### src/rtl/bfr_pkg.sv
// Shared constants, types and helper functions of the bitstream field reader.
package bfr_pkg;

	// Ring buffer geometry
	localparam int BUFFER_BYTES = 16;
	localparam int IDX_W        = $clog2(BUFFER_BYTES);
	localparam int CNT_W        = $clog2(BUFFER_BYTES + 1);
	localparam int AV_W         = $clog2(BUFFER_BYTES * 8 + 1);

	// Datapath widths
	localparam int WIN_W = 72;
	localparam int VAL_W = 64;

	// Widest fixed read and longest accepted golomb prefix
	localparam logic [5:0] MAX_FIX    = 6'd32;
	localparam int         MAX_PREFIX = 31;

	typedef enum logic [1:0] {
		K_PUSH,
		K_FIXED,
		K_GOLOMB,
		K_EBML
	} kind_t;

	typedef enum logic [2:0] {
		STAT_OK,
		STAT_UNDERRUN,
		STAT_LONG_PREFIX,
		STAT_UNALIGNED,
		STAT_ZERO_LEAD,
		STAT_FULL
	} status_t;

	typedef enum logic [3:0] {
		FSM_IDLE,
		FSM_SCAN_REQ,
		FSM_SCAN_CHK,
		FSM_GOL_DEC,
		FSM_LEAD_REQ,
		FSM_LEAD_CHK,
		FSM_TAKE,
		FSM_FINISH,
		FSM_REPLY
	} state_t;

	// Leading zeros of a byte, 8 when the byte is zero
	function automatic logic [3:0] lzc8(input logic [7:0] b);
		logic [3:0] n;
		logic       hit;
		n   = 4'd8;
		hit = 1'b0;
		for (int i = 7; i >= 0; i--) begin
			if (!hit && b[i]) begin
				n   = 4'(7 - i);
				hit = 1'b1;
			end
		end
		return n;
	endfunction

	// Ring pointer plus a byte count of at most the buffer size
	function automatic logic [IDX_W-1:0] ptr_add(input logic [IDX_W-1:0] p,
	                                            input logic [CNT_W-1:0] n);
		logic [CNT_W:0] s;
		s = (CNT_W+1)'(p) + (CNT_W+1)'(n);
		if (s >= (CNT_W+1)'(BUFFER_BYTES)) begin
			s = s - (CNT_W+1)'(BUFFER_BYTES);
		end
		return IDX_W'(s);
	endfunction

	// Bytes touched by a field of bits starting at bit offset off
	function automatic logic [3:0] bytes_of(input logic [2:0] off, input logic [6:0] bits);
		logic [7:0] t;
		t = 8'(off) + 8'(bits) + 8'd7;
		return 4'(t >> 3);
	endfunction

endpackage

### src/rtl/bitstream_field_reader.sv
// Bitstream field reader: byte ring buffer read MSB-first as fixed, golomb and ebml fields.
//
// Bytes pushed in are kept in a ring RAM and read back MSB-first as one
// bitstream. One word is handled at a time. A push, or a result that needs no
// data, goes from acceptance straight to the reply step.
// The RAM read port is registered and delivers one byte per cycle, and a
// read fetches the bytes the field touches (up to 8). A fixed read goes
// straight to the fetch, an ebml read first reads its lead byte, and an
// exp-golomb read first scans its prefix one byte per visit and then decodes it.
// Ebml lead byte errors and golomb prefix errors go to the reply step from their
// check. A result waiting at the output holds the following word at
// its reply step, and no new word is accepted until that result moves out.
// An underrun drops all buffered bytes.
module bitstream_field_reader (
	input  logic        clk,
	input  logic        arst_n,
	input  logic        in_valid,
	output logic        in_ready,
	input  logic [1:0]  kind,
	input  logic [7:0]  data_byte,
	input  logic [5:0]  read_width,
	input  logic        variant,
	output logic        out_valid,
	input  logic        out_ready,
	output logic [63:0] value,
	output logic [2:0]  status
);

	localparam int IW = bfr_pkg::IDX_W;
	localparam int CW = bfr_pkg::CNT_W;
	localparam int AW = bfr_pkg::AV_W;

	bfr_pkg::state_t  state_q, state_d;
	bfr_pkg::kind_t   op_q, op_d;
	logic             var_q, var_d;
	logic [IW-1:0]    rd_q, rd_d, wr_q, wr_d, addr_q, addr_d;
	logic [CW-1:0]    cnt_q, cnt_d, left_q, left_d;
	logic [2:0]       off_q, off_d;
	logic [3:0]       iss_q, iss_d, rcv_q, rcv_d, nb_q, nb_d, len_q, len_d;
	logic             pend_q, pend_d, first_q, first_d;
	logic [6:0]       bits_q, bits_d;
	logic [71:0]      win_q, win_d;
	logic [AW-1:0]    z_q, z_d;
	logic [63:0]      res_val_q, res_val_d, value_q;
	bfr_pkg::status_t res_stat_q, res_stat_d, status_q;
	logic             out_valid_q;

	logic             ram_we;
	logic [7:0]       ram_rdata;

	logic             in_acc, out_load, issue;
	bfr_pkg::kind_t   in_kind;
	logic [AW-1:0]    av;
	logic [5:0]       w_sat;
	logic             fix_zero, fix_under;
	logic [7:0]       scan_b;
	logic [3:0]       scan_vb;
	logic             scan_zero, scan_end;
	logic [AW-1:0]    z_sum;
	logic             gol_long, gol_short;
	logic [AW:0]      z_tot;
	logic [CW-1:0]    z_bytes;
	logic [6:0]       gol_bits;
	logic             lead_zero, lead_short;
	logic [3:0]       lead_len;
	logic [6:0]       tk_tot;
	logic [CW-1:0]    tk_bytes;
	logic [2:0]       tk_sh;
	logic [71:0]      tk_raw;
	logic [63:0]      tk_mask, tk_field, tk_mask7, tk_val;

	// Byte store
	bfr_ram #(.WIDTH(8), .DEPTH(bfr_pkg::BUFFER_BYTES)) u_store (
		.clk   (clk),
		.we    (ram_we),
		.waddr (wr_q),
		.wdata (data_byte),
		.raddr (addr_q),
		.rdata (ram_rdata)
	);

	// Handshake
	assign in_ready  = (state_q == bfr_pkg::FSM_IDLE);
	assign in_acc    = in_valid && in_ready;
	assign in_kind   = bfr_pkg::kind_t'(kind);
	assign out_load  = (state_q == bfr_pkg::FSM_REPLY) && (!out_valid_q || out_ready);
	assign out_valid = out_valid_q;
	assign value     = value_q;
	assign status    = status_q;

	// Buffer level and fixed-read checks
	assign av        = (AW'(cnt_q) << 3) - AW'(off_q);
	assign w_sat     = (read_width > bfr_pkg::MAX_FIX) ? bfr_pkg::MAX_FIX : read_width;
	assign fix_zero  = (w_sat == 6'd0);
	assign fix_under = (av < AW'(w_sat));

	// Golomb prefix scan, one byte per visit
	assign scan_b    = first_q ? (ram_rdata << off_q) : ram_rdata;
	assign scan_vb   = first_q ? (4'd8 - {1'b0, off_q}) : 4'd8;
	assign scan_zero = (scan_b == 8'd0);
	assign scan_end  = (left_q == CW'(1));
	assign z_sum     = z_q + AW'(scan_zero ? scan_vb : bfr_pkg::lzc8(scan_b));

	// Golomb decision and prefix skip
	assign gol_long  = (z_q > AW'(bfr_pkg::MAX_PREFIX));
	assign gol_short = (av < AW'({z_q[4:0], 1'b1}));
	assign z_tot     = (AW+1)'(off_q) + (AW+1)'(z_q);
	assign z_bytes   = CW'(z_tot >> 3);
	assign gol_bits  = 7'(z_q[4:0]) + 7'd1;

	// Ebml lead byte
	assign lead_zero  = (ram_rdata == 8'd0);
	assign lead_len   = bfr_pkg::lzc8(ram_rdata) + 4'd1;
	assign lead_short = (cnt_q < CW'(lead_len));

	// Field extraction from the fetched window
	assign issue    = (state_q == bfr_pkg::FSM_TAKE) && (iss_q != nb_q);
	assign tk_tot   = 7'(off_q) + bits_q;
	assign tk_bytes = CW'(tk_tot[6:3]);
	assign tk_sh    = 3'd0 - tk_tot[2:0];
	assign tk_raw   = win_q >> tk_sh;
	assign tk_mask  = (bits_q == 7'd64) ? '1 : ((64'd1 << bits_q) - 64'd1);
	assign tk_field = tk_raw[63:0] & tk_mask;
	assign tk_mask7 = (64'd1 << (6'(len_q) * 6'd7)) - 64'd1;

	always_comb begin
		unique case (op_q)
			bfr_pkg::K_GOLOMB: begin
				if (var_q) begin
					tk_val = tk_field[0] ? (64'd0 - (tk_field >> 1)) : (tk_field >> 1);
				end else begin
					tk_val = tk_field - 64'd1;
				end
			end
			bfr_pkg::K_EBML: tk_val = var_q ? tk_field : (tk_field & tk_mask7);
			default:         tk_val = tk_field;
		endcase
	end

	// Next state
	always_comb begin
		state_d = state_q;
		unique case (state_q)
			bfr_pkg::FSM_IDLE: begin
				if (in_acc) begin
					unique case (in_kind)
						bfr_pkg::K_PUSH:   state_d = bfr_pkg::FSM_REPLY;
						bfr_pkg::K_FIXED:  state_d = (fix_zero || fix_under) ?
						                             bfr_pkg::FSM_REPLY : bfr_pkg::FSM_TAKE;
						bfr_pkg::K_GOLOMB: state_d = (av == '0) ?
						                             bfr_pkg::FSM_REPLY : bfr_pkg::FSM_SCAN_REQ;
						bfr_pkg::K_EBML:   state_d = (cnt_q == '0 || off_q != 3'd0) ?
						                             bfr_pkg::FSM_REPLY : bfr_pkg::FSM_LEAD_REQ;
						default:           state_d = bfr_pkg::FSM_REPLY;
					endcase
				end
			end
			bfr_pkg::FSM_SCAN_REQ: state_d = bfr_pkg::FSM_SCAN_CHK;
			bfr_pkg::FSM_SCAN_CHK: begin
				if (!scan_zero) begin
					state_d = bfr_pkg::FSM_GOL_DEC;
				end else begin
					state_d = scan_end ? bfr_pkg::FSM_REPLY : bfr_pkg::FSM_SCAN_REQ;
				end
			end
			bfr_pkg::FSM_GOL_DEC: state_d = (gol_long || gol_short) ?
			                                bfr_pkg::FSM_REPLY : bfr_pkg::FSM_TAKE;
			bfr_pkg::FSM_LEAD_REQ: state_d = bfr_pkg::FSM_LEAD_CHK;
			bfr_pkg::FSM_LEAD_CHK: state_d = (lead_zero || lead_short) ?
			                                 bfr_pkg::FSM_REPLY : bfr_pkg::FSM_TAKE;
			bfr_pkg::FSM_TAKE: begin
				if (rcv_q == nb_q) begin
					state_d = bfr_pkg::FSM_FINISH;
				end
			end
			bfr_pkg::FSM_FINISH: state_d = bfr_pkg::FSM_REPLY;
			bfr_pkg::FSM_REPLY: begin
				if (out_load) begin
					state_d = bfr_pkg::FSM_IDLE;
				end
			end
			default: state_d = bfr_pkg::FSM_IDLE;
		endcase
	end

	// Datapath and buffer pointer updates
	always_comb begin
		op_d       = op_q;
		var_d      = var_q;
		rd_d       = rd_q;
		wr_d       = wr_q;
		cnt_d      = cnt_q;
		off_d      = off_q;
		addr_d     = addr_q;
		iss_d      = iss_q;
		rcv_d      = rcv_q;
		nb_d       = nb_q;
		len_d      = len_q;
		pend_d     = 1'b0;
		first_d    = first_q;
		left_d     = left_q;
		bits_d     = bits_q;
		win_d      = win_q;
		z_d        = z_q;
		res_val_d  = res_val_q;
		res_stat_d = res_stat_q;
		ram_we     = 1'b0;
		unique case (state_q)
			bfr_pkg::FSM_IDLE: begin
				if (in_acc) begin
					op_d       = in_kind;
					var_d      = variant;
					res_val_d  = '0;
					res_stat_d = bfr_pkg::STAT_OK;
					addr_d     = rd_q;
					iss_d      = '0;
					rcv_d      = '0;
					unique case (in_kind)
						bfr_pkg::K_PUSH: begin
							if (cnt_q >= CW'(bfr_pkg::BUFFER_BYTES)) begin
								res_stat_d = bfr_pkg::STAT_FULL;
							end else begin
								ram_we = 1'b1;
								wr_d   = bfr_pkg::ptr_add(wr_q, CW'(1));
								cnt_d  = cnt_q + CW'(1);
							end
						end
						bfr_pkg::K_FIXED: begin
							if (!fix_zero && fix_under) begin
								cnt_d      = '0;
								rd_d       = wr_q;
								off_d      = 3'd0;
								res_stat_d = bfr_pkg::STAT_UNDERRUN;
							end
							bits_d = 7'(w_sat);
							nb_d   = bfr_pkg::bytes_of(off_q, 7'(w_sat));
						end
						bfr_pkg::K_GOLOMB: begin
							if (av == '0) begin
								cnt_d      = '0;
								rd_d       = wr_q;
								off_d      = 3'd0;
								res_stat_d = bfr_pkg::STAT_UNDERRUN;
							end
							z_d     = '0;
							left_d  = cnt_q;
							first_d = 1'b1;
						end
						bfr_pkg::K_EBML: begin
							if (cnt_q == '0) begin
								cnt_d      = '0;
								rd_d       = wr_q;
								off_d      = 3'd0;
								res_stat_d = bfr_pkg::STAT_UNDERRUN;
							end else if (off_q != 3'd0) begin
								res_stat_d = bfr_pkg::STAT_UNALIGNED;
							end
						end
						default: res_stat_d = bfr_pkg::STAT_OK;
					endcase
				end
			end
			bfr_pkg::FSM_SCAN_REQ: addr_d = bfr_pkg::ptr_add(addr_q, CW'(1));
			bfr_pkg::FSM_SCAN_CHK: begin
				z_d     = z_sum;
				first_d = 1'b0;
				left_d  = left_q - CW'(1);
				if (scan_zero && scan_end) begin
					cnt_d      = '0;
					rd_d       = wr_q;
					off_d      = 3'd0;
					res_stat_d = bfr_pkg::STAT_UNDERRUN;
				end
			end
			bfr_pkg::FSM_GOL_DEC: begin
				if (!gol_long && gol_short) begin
					cnt_d      = '0;
					rd_d       = wr_q;
					off_d      = 3'd0;
					res_stat_d = bfr_pkg::STAT_UNDERRUN;
				end else begin
					// skip the zero run, then fetch the codeword unless the prefix is too long
					rd_d   = bfr_pkg::ptr_add(rd_q, z_bytes);
					cnt_d  = cnt_q - z_bytes;
					off_d  = z_tot[2:0];
					addr_d = bfr_pkg::ptr_add(rd_q, z_bytes);
					bits_d = gol_bits;
					nb_d   = bfr_pkg::bytes_of(z_tot[2:0], gol_bits);
					iss_d  = '0;
					rcv_d  = '0;
					if (gol_long) begin
						res_stat_d = bfr_pkg::STAT_LONG_PREFIX;
					end
				end
			end
			bfr_pkg::FSM_LEAD_REQ: addr_d = rd_q;
			bfr_pkg::FSM_LEAD_CHK: begin
				iss_d  = '0;
				rcv_d  = '0;
				len_d  = lead_len;
				nb_d   = lead_len;
				bits_d = {lead_len, 3'b000};
				if (lead_zero) begin
					rd_d       = bfr_pkg::ptr_add(rd_q, CW'(1));
					cnt_d      = cnt_q - CW'(1);
					res_stat_d = bfr_pkg::STAT_ZERO_LEAD;
				end else if (lead_short) begin
					cnt_d      = '0;
					rd_d       = wr_q;
					off_d      = 3'd0;
					res_stat_d = bfr_pkg::STAT_UNDERRUN;
				end
			end
			bfr_pkg::FSM_TAKE: begin
				// one byte read issued and one captured per cycle
				if (issue) begin
					addr_d = bfr_pkg::ptr_add(addr_q, CW'(1));
					iss_d  = iss_q + 4'd1;
				end
				pend_d = issue;
				if (pend_q) begin
					win_d = {win_q[63:0], ram_rdata};
					rcv_d = rcv_q + 4'd1;
				end
			end
			bfr_pkg::FSM_FINISH: begin
				res_val_d = tk_val;
				rd_d      = bfr_pkg::ptr_add(rd_q, tk_bytes);
				cnt_d     = cnt_q - tk_bytes;
				off_d     = tk_tot[2:0];
			end
			default: res_stat_d = res_stat_q;
		endcase
	end

	// Control registers
	always_ff @(posedge clk or negedge arst_n) begin
		if (!arst_n) begin
			state_q     <= bfr_pkg::FSM_IDLE;
			rd_q        <= '0;
			wr_q        <= '0;
			cnt_q       <= '0;
			off_q       <= '0;
			pend_q      <= 1'b0;
			iss_q       <= '0;
			rcv_q       <= '0;
			out_valid_q <= 1'b0;
		end else begin
			state_q <= state_d;
			rd_q    <= rd_d;
			wr_q    <= wr_d;
			cnt_q   <= cnt_d;
			off_q   <= off_d;
			pend_q  <= pend_d;
			iss_q   <= iss_d;
			rcv_q   <= rcv_d;
			if (out_load) begin
				out_valid_q <= 1'b1;
			end else if (out_ready) begin
				out_valid_q <= 1'b0;
			end
		end
	end

	// Payload registers
	always_ff @(posedge clk) begin
		op_q       <= op_d;
		var_q      <= var_d;
		addr_q     <= addr_d;
		nb_q       <= nb_d;
		len_q      <= len_d;
		first_q    <= first_d;
		left_q     <= left_d;
		bits_q     <= bits_d;
		win_q      <= win_d;
		z_q        <= z_d;
		res_val_q  <= res_val_d;
		res_stat_q <= res_stat_d;
		if (out_load) begin
			value_q  <= res_val_q;
			status_q <= res_stat_q;
		end
	end

`ifndef SYNTH
	a_cnt_bound: assert property (@(posedge clk) disable iff (!arst_n)
		cnt_q <= CW'(bfr_pkg::BUFFER_BYTES))
		else $error("buffered count exceeds buffer size");

	a_off_has_data: assert property (@(posedge clk) disable iff (!arst_n)
		off_q != 3'd0 |-> cnt_q != '0)
		else $error("bit offset set with empty buffer");

	a_empty_ptrs: assert property (@(posedge clk) disable iff (!arst_n)
		cnt_q == '0 |-> rd_q == wr_q)
		else $error("empty buffer with split pointers");

	a_take_bound: assert property (@(posedge clk) disable iff (!arst_n)
		(state_q == bfr_pkg::FSM_TAKE && pend_q) |-> rcv_q < nb_q)
		else $error("fetch captured more bytes than needed");

	a_push_count: assert property (@(posedge clk) disable iff (!arst_n)
		(in_acc && in_kind == bfr_pkg::K_PUSH && cnt_q < CW'(bfr_pkg::BUFFER_BYTES))
		|=> cnt_q == $past(cnt_q) + CW'(1))
		else $error("push did not grow the buffer");
`endif

endmodule

### src/rtl/bfr_ram.sv
// Generic single-clock RAM, one write port and one registered read port.
module bfr_ram #(
	parameter int WIDTH = 8,
	parameter int DEPTH = 16
) (
	input  logic                     clk,
	input  logic                     we,
	input  logic [$clog2(DEPTH)-1:0] waddr,
	input  logic [WIDTH-1:0]         wdata,
	input  logic [$clog2(DEPTH)-1:0] raddr,
	output logic [WIDTH-1:0]         rdata
);

	logic [WIDTH-1:0] mem [DEPTH];

	// Write and registered read
	always_ff @(posedge clk) begin
		if (we) begin
			mem[waddr] <= wdata;
		end
		rdata <= mem[raddr];
	end

endmodule

### config.mk
export PLATFORM = sky130hd
export DESIGN_NAME = bitstream_field_reader
export DESIGN_NICKNAME = d
export VERILOG_FILES = /design/src/rtl/bfr_pkg.sv /design/src/rtl/bitstream_field_reader.sv /design/src/rtl/bfr_ram.sv
export SDC_FILE = /design/constraint.sdc
export NUM_CORES = 1
export LEC_CHECK = 0
export BUFFER_PORTS_ARGS = -buffer_cell sky130_fd_sc_hd__buf_2
export CAP_MARGIN = 20
export CELL_PAD_IN_SITES_DETAIL_PLACEMENT = 1
export CELL_PAD_IN_SITES_GLOBAL_PLACEMENT = 1
export CORE_MARGIN = 2
export CORE_UTILIZATION = 55
export CTS_BUF_LIST = sky130_fd_sc_hd__clkbuf_16
export CTS_CLUSTER_SIZE = 16
export DETAILED_ROUTE_END_ITERATION = 8
export PLACE_DENSITY = 0.84
export SETUP_SLACK_MARGIN = 0.3
export SYNTH_ARGS = -nofsm -noshare
export SYNTH_HDL_FRONTEND = slang
export SYNTH_HIERARCHICAL = 1
export SYNTH_SLANG_ARGS = --single-unit
### constraint.sdc
create_clock -name clk -period 12.9 [get_ports clk]
set_input_delay 0.645 -clock clk [delete_from_list [all_inputs] [get_ports clk]]
set_output_delay 0.645 -clock clk [all_outputs]
set_load 0.02 [all_outputs]
==> impl_metrics.json <==
{
  "cts_resized": 0,
  "floorplan_die_width_um": 235,
  "floorplan.io_pins": 90,
  "finalCriticalPeriod_ns": 6.99,
  "starting_density_pct": 55.8,
  "htree_levels": 2,
  "drc": 0,
  "dpl.cell_count": 3519,
  "critPathMaxStageDelay_ns": 0.99,
  "yosys-top-cells-area": "sky130_fd_sc_hd__edfxtp_1 (38%), sky130_fd_sc_hd__mux4_2 (5.5%), sky130_fd_sc_hd__nand2_1 (3.8%)",
  "dr.pass1.iters": 6,
  "path_clk_slew_ns": 0.07,
  "crit_arrival_ns": 7.34,
  "post_synth_top_cells": "sky130_fd_sc_hd__edfxtp_1 (369), sky130_fd_sc_hd__nand2_1 (296), sky130_fd_sc_hd__nor2_1 (216)",
  "finalCritPeriodShare_pct": 54.2,
  "setup.worst_path.class": "reg2reg",
  "worst_path_max_delay_cell": "sky130_fd_sc_hd__ha_4",
  "grt_start_max_net_pins": 79,
  "root_buffer": "sky130_fd_sc_hd__clkbuf_16",
  "syn-cell-area_um2": 29500,
  "syn_area_cell_um2": 10.2,
  "drv_cap": 0,
  "cp_cell_instances": "ha_4, fa_1, inv_1, ha_4, mux2_1, o211ai_1, a21boi_2, buf_4, clkinv_1, buf_4, ha_1, and3_1, nand4b_1, nor4_4, and4_1, o22a_1, o221ai_2",
  "core_area_um2": 52800,
  "cts_inserted_buffers": 45,
  "postRouteWirelength_um": 135000,
  "max_slew.worst_pin.slew_ns": 1.30,
  "timing.fmax_mhz": 143,
  "r2r-end": "res_val_q[60]",
  "vias": 28360,
  "share_of_layout_cells_above_drive_strength_1_pct": 14.6,
  "number_of_register_bits_inferred_by_synthesis": 407,
  "synth_top_cell_area_share_pct": 37.6,
  "finalNonFillerCells": 3614,
  "first_global_vias": 28353,
  "detail_route.iter0.violations": 4642,
  "clk_latency_ns": 0.65,
  "cts_tree": "built",
  "cts_post_setup_buffers_inserted": 0,
  "hold_class": "in2async",
  "postCtsHoldBufs": 0,
  "worstPathRequired_ns": 13.25,
  "gp_routability_congestion": 1.01,
  "wl_per_cell_um": 37.3,
  "r2r_cells": 17,
  "dp_hpwl_um": 90800,
  "grt_setup_unrepaired": "no",
  "worst_r2r_startpoint": "off_q[0]",
  "grt_pass1_wl_um": 192000,
  "ys.flop_type": "sky130_fd_sc_hd__edfxtp_1",
  "synth_enable_flop_cells": 369,
  "route.detailed.vias_per_inst": 7.85,
  "initial_antenna_violation_count": 2,
  "fin_setup_tns_ns": 0,
  "postRouteAntennaNets": 0,
  "synth_top_area_cell": "sky130_fd_sc_hd__edfxtp_1",
  "setup.worst_path.end_class": "register",
  "postSynthNetCount": 2985,
  "status": "complete, no violations",
  "skew_ns": 0.0499,
  "cts_max_path_buffers": 3,
  "die_area_um2": 55400,
  "global_route.usage.total_pct": 46.7,
  "areaGrowthSynthToFinish_pct": 8.02,
  "report.final.slew_viol_count": 0,
  "critical_path.startpoint_type": "register",
  "yosysMostFrequentCell": "sky130_fd_sc_hd__edfxtp_1",
  "reg2reg_setup_slack_ns": 5.91,
  "portBuffers": 89,
  "sinks_on_clock_net": 407,
  "number_of_nets_in_the_finished_design": 2992,
  "setup_viol_count_final": 0,
  "synthesis.instances": 2876,
  "yosysWarningCount": 6,
  "die-height_um": 235,
  "yosysSeqAreaShare_pct": 40.7,
  "worst-path-max-fanout": 78,
  "yosysUniqueCellTypes": 128,
  "globalRoute.totalOverflow": 0,
  "timing.max_slew.rel_slack_pct": 13.3,
  "row_count": 84,
  "final-hold-violation-count": 0,
  "asyncSetResetFlopFracSynth_pct": 7.37
}
==> per-stage QoR <==
step,setup slack (ns),hold slack (ns),utilization (%),area [µm²]
finish,5.91,0.109,60.3,31800
floorplan,7.21,0.349,-,29500
detailed placement,6.19,0.407,57.4,30300
global route,5.68,0.160,60.3,31800
CTS,6.10,0.104,60.2,31800
global placement,6.50,0.400,57.3,30200
==> flip-flops by register name, indices dropped and copies added, names as in the netlist, 3 cells and up <==
register	flops
iss_q	4
win_q	71
nb_q	4
res_stat_q	3
res_val_q	64
addr_q	4
status	3
u_store/mem	128
wr_q	4
bits_q	7
len_q	4
rd_q	4
state_q	4
off_q	3
left_q	5
value	64
rcv_q	4
cnt_q	5
u_store/rdata	8
z_q	8
==> worst max-delay path: cells and delay by family, from the launching register on <==
| kind | cells | cell delay [ns] |
|---|---|---|
| AO/OA/AOI/OAI | 4 | 0.58 |
| adder cells (fa/ha/maj) | 4 | 2.25 |
| buffers and inverters | 4 | 1.00 |
| flip-flops | 1 | 0.72 |
| multiplexers | 1 | 0.43 |
| AND/OR/NAND/NOR | 4 | 1.58 |
==> kinds of logic (layout without fill, tap and decap cells) <==
group | Yosys count | after routing | synth area share [%]
other | 0 | 7 | 0
flip-flops | 407 | 407 | 40.7
adder cells (fa/ha/maj) | 88 | 88 | 4.02
AO/OA/AOI/OAI | 780 | 780 | 18.7
buffers and inverters | 273 | 316 | 4.54
multiplexers | 179 | 179 | 10.1
AND/OR/NAND/NOR | 996 | 996 | 17.3
XOR/XNOR | 153 | 153 | 4.65
==> metal layers <==
layer / vias to the layer above / wire length [µm] / GRT usage [%]
met5: - / 16 / 0.0866
met4: 4 / 12900 / 35.0
met3: 803 / 16400 / 11.6
met2: 2597 / 58900 / 71.2
met1: 13826 / 46800 / 57.7
li1: 11130 / - / -
==> final cells by class <==
cell class	instances	area [µm²]
inverters	74	278
fillers	5597	20900
diodes	7	17.5
clock buffers	46	1150
multi-input cells	2196	16200
repair buffers	159	966
well taps	688	861
clock inverters	37	359
flip-flops and latches	407	12000
==> placed cells by master, fill, tap and decap left out, types with 21 or more instances in the layout <==
cell	count
sky130_fd_sc_hd__nand3_1	92
sky130_fd_sc_hd__nor4_1	21
sky130_fd_sc_hd__and3_1	33
sky130_fd_sc_hd__mux4_2	72
sky130_fd_sc_hd__xnor2_1	98
sky130_fd_sc_hd__o21ai_0	136
sky130_fd_sc_hd__nor2_1	216
sky130_fd_sc_hd__ha_1	75
sky130_fd_sc_hd__clkbuf_16	46
sky130_fd_sc_hd__dfrtp_1	30
sky130_fd_sc_hd__and2_1	35
sky130_fd_sc_hd__o211ai_1	43
sky130_fd_sc_hd__a21oi_1	173
sky130_fd_sc_hd__nor2b_1	36
sky130_fd_sc_hd__nand4_1	29
sky130_fd_sc_hd__a22oi_1	22
sky130_fd_sc_hd__edfxtp_1	369
sky130_fd_sc_hd__nor3_1	84
sky130_fd_sc_hd__xor2_1	51
sky130_fd_sc_hd__or3_1	22
sky130_fd_sc_hd__nand2b_1	27
sky130_fd_sc_hd__buf_2	91
sky130_fd_sc_hd__mux2i_1	64
sky130_fd_sc_hd__a21o_1	30
sky130_fd_sc_hd__buf_4	65
sky130_fd_sc_hd__a211oi_1	29
sky130_fd_sc_hd__a31oi_1	46
sky130_fd_sc_hd__inv_1	81
sky130_fd_sc_hd__mux2_2	26
sky130_fd_sc_hd__nand2_1	295
==> worst max-delay path by stage <==
stage,startpoint,end
detailed placement,off_q[0],res_val_q[54]
global placement,off_q[0],res_val_q[60]
finish,off_q[0],res_val_q[60]
floorplan,bits_q[0],res_val_q[60]
CTS,off_q[0],res_val_q[60]
global route,off_q[0],res_val_q[60]
Power is not shown: default switching activity piles up to over one toggle a cycle in this logic, so the estimate is an artifact.
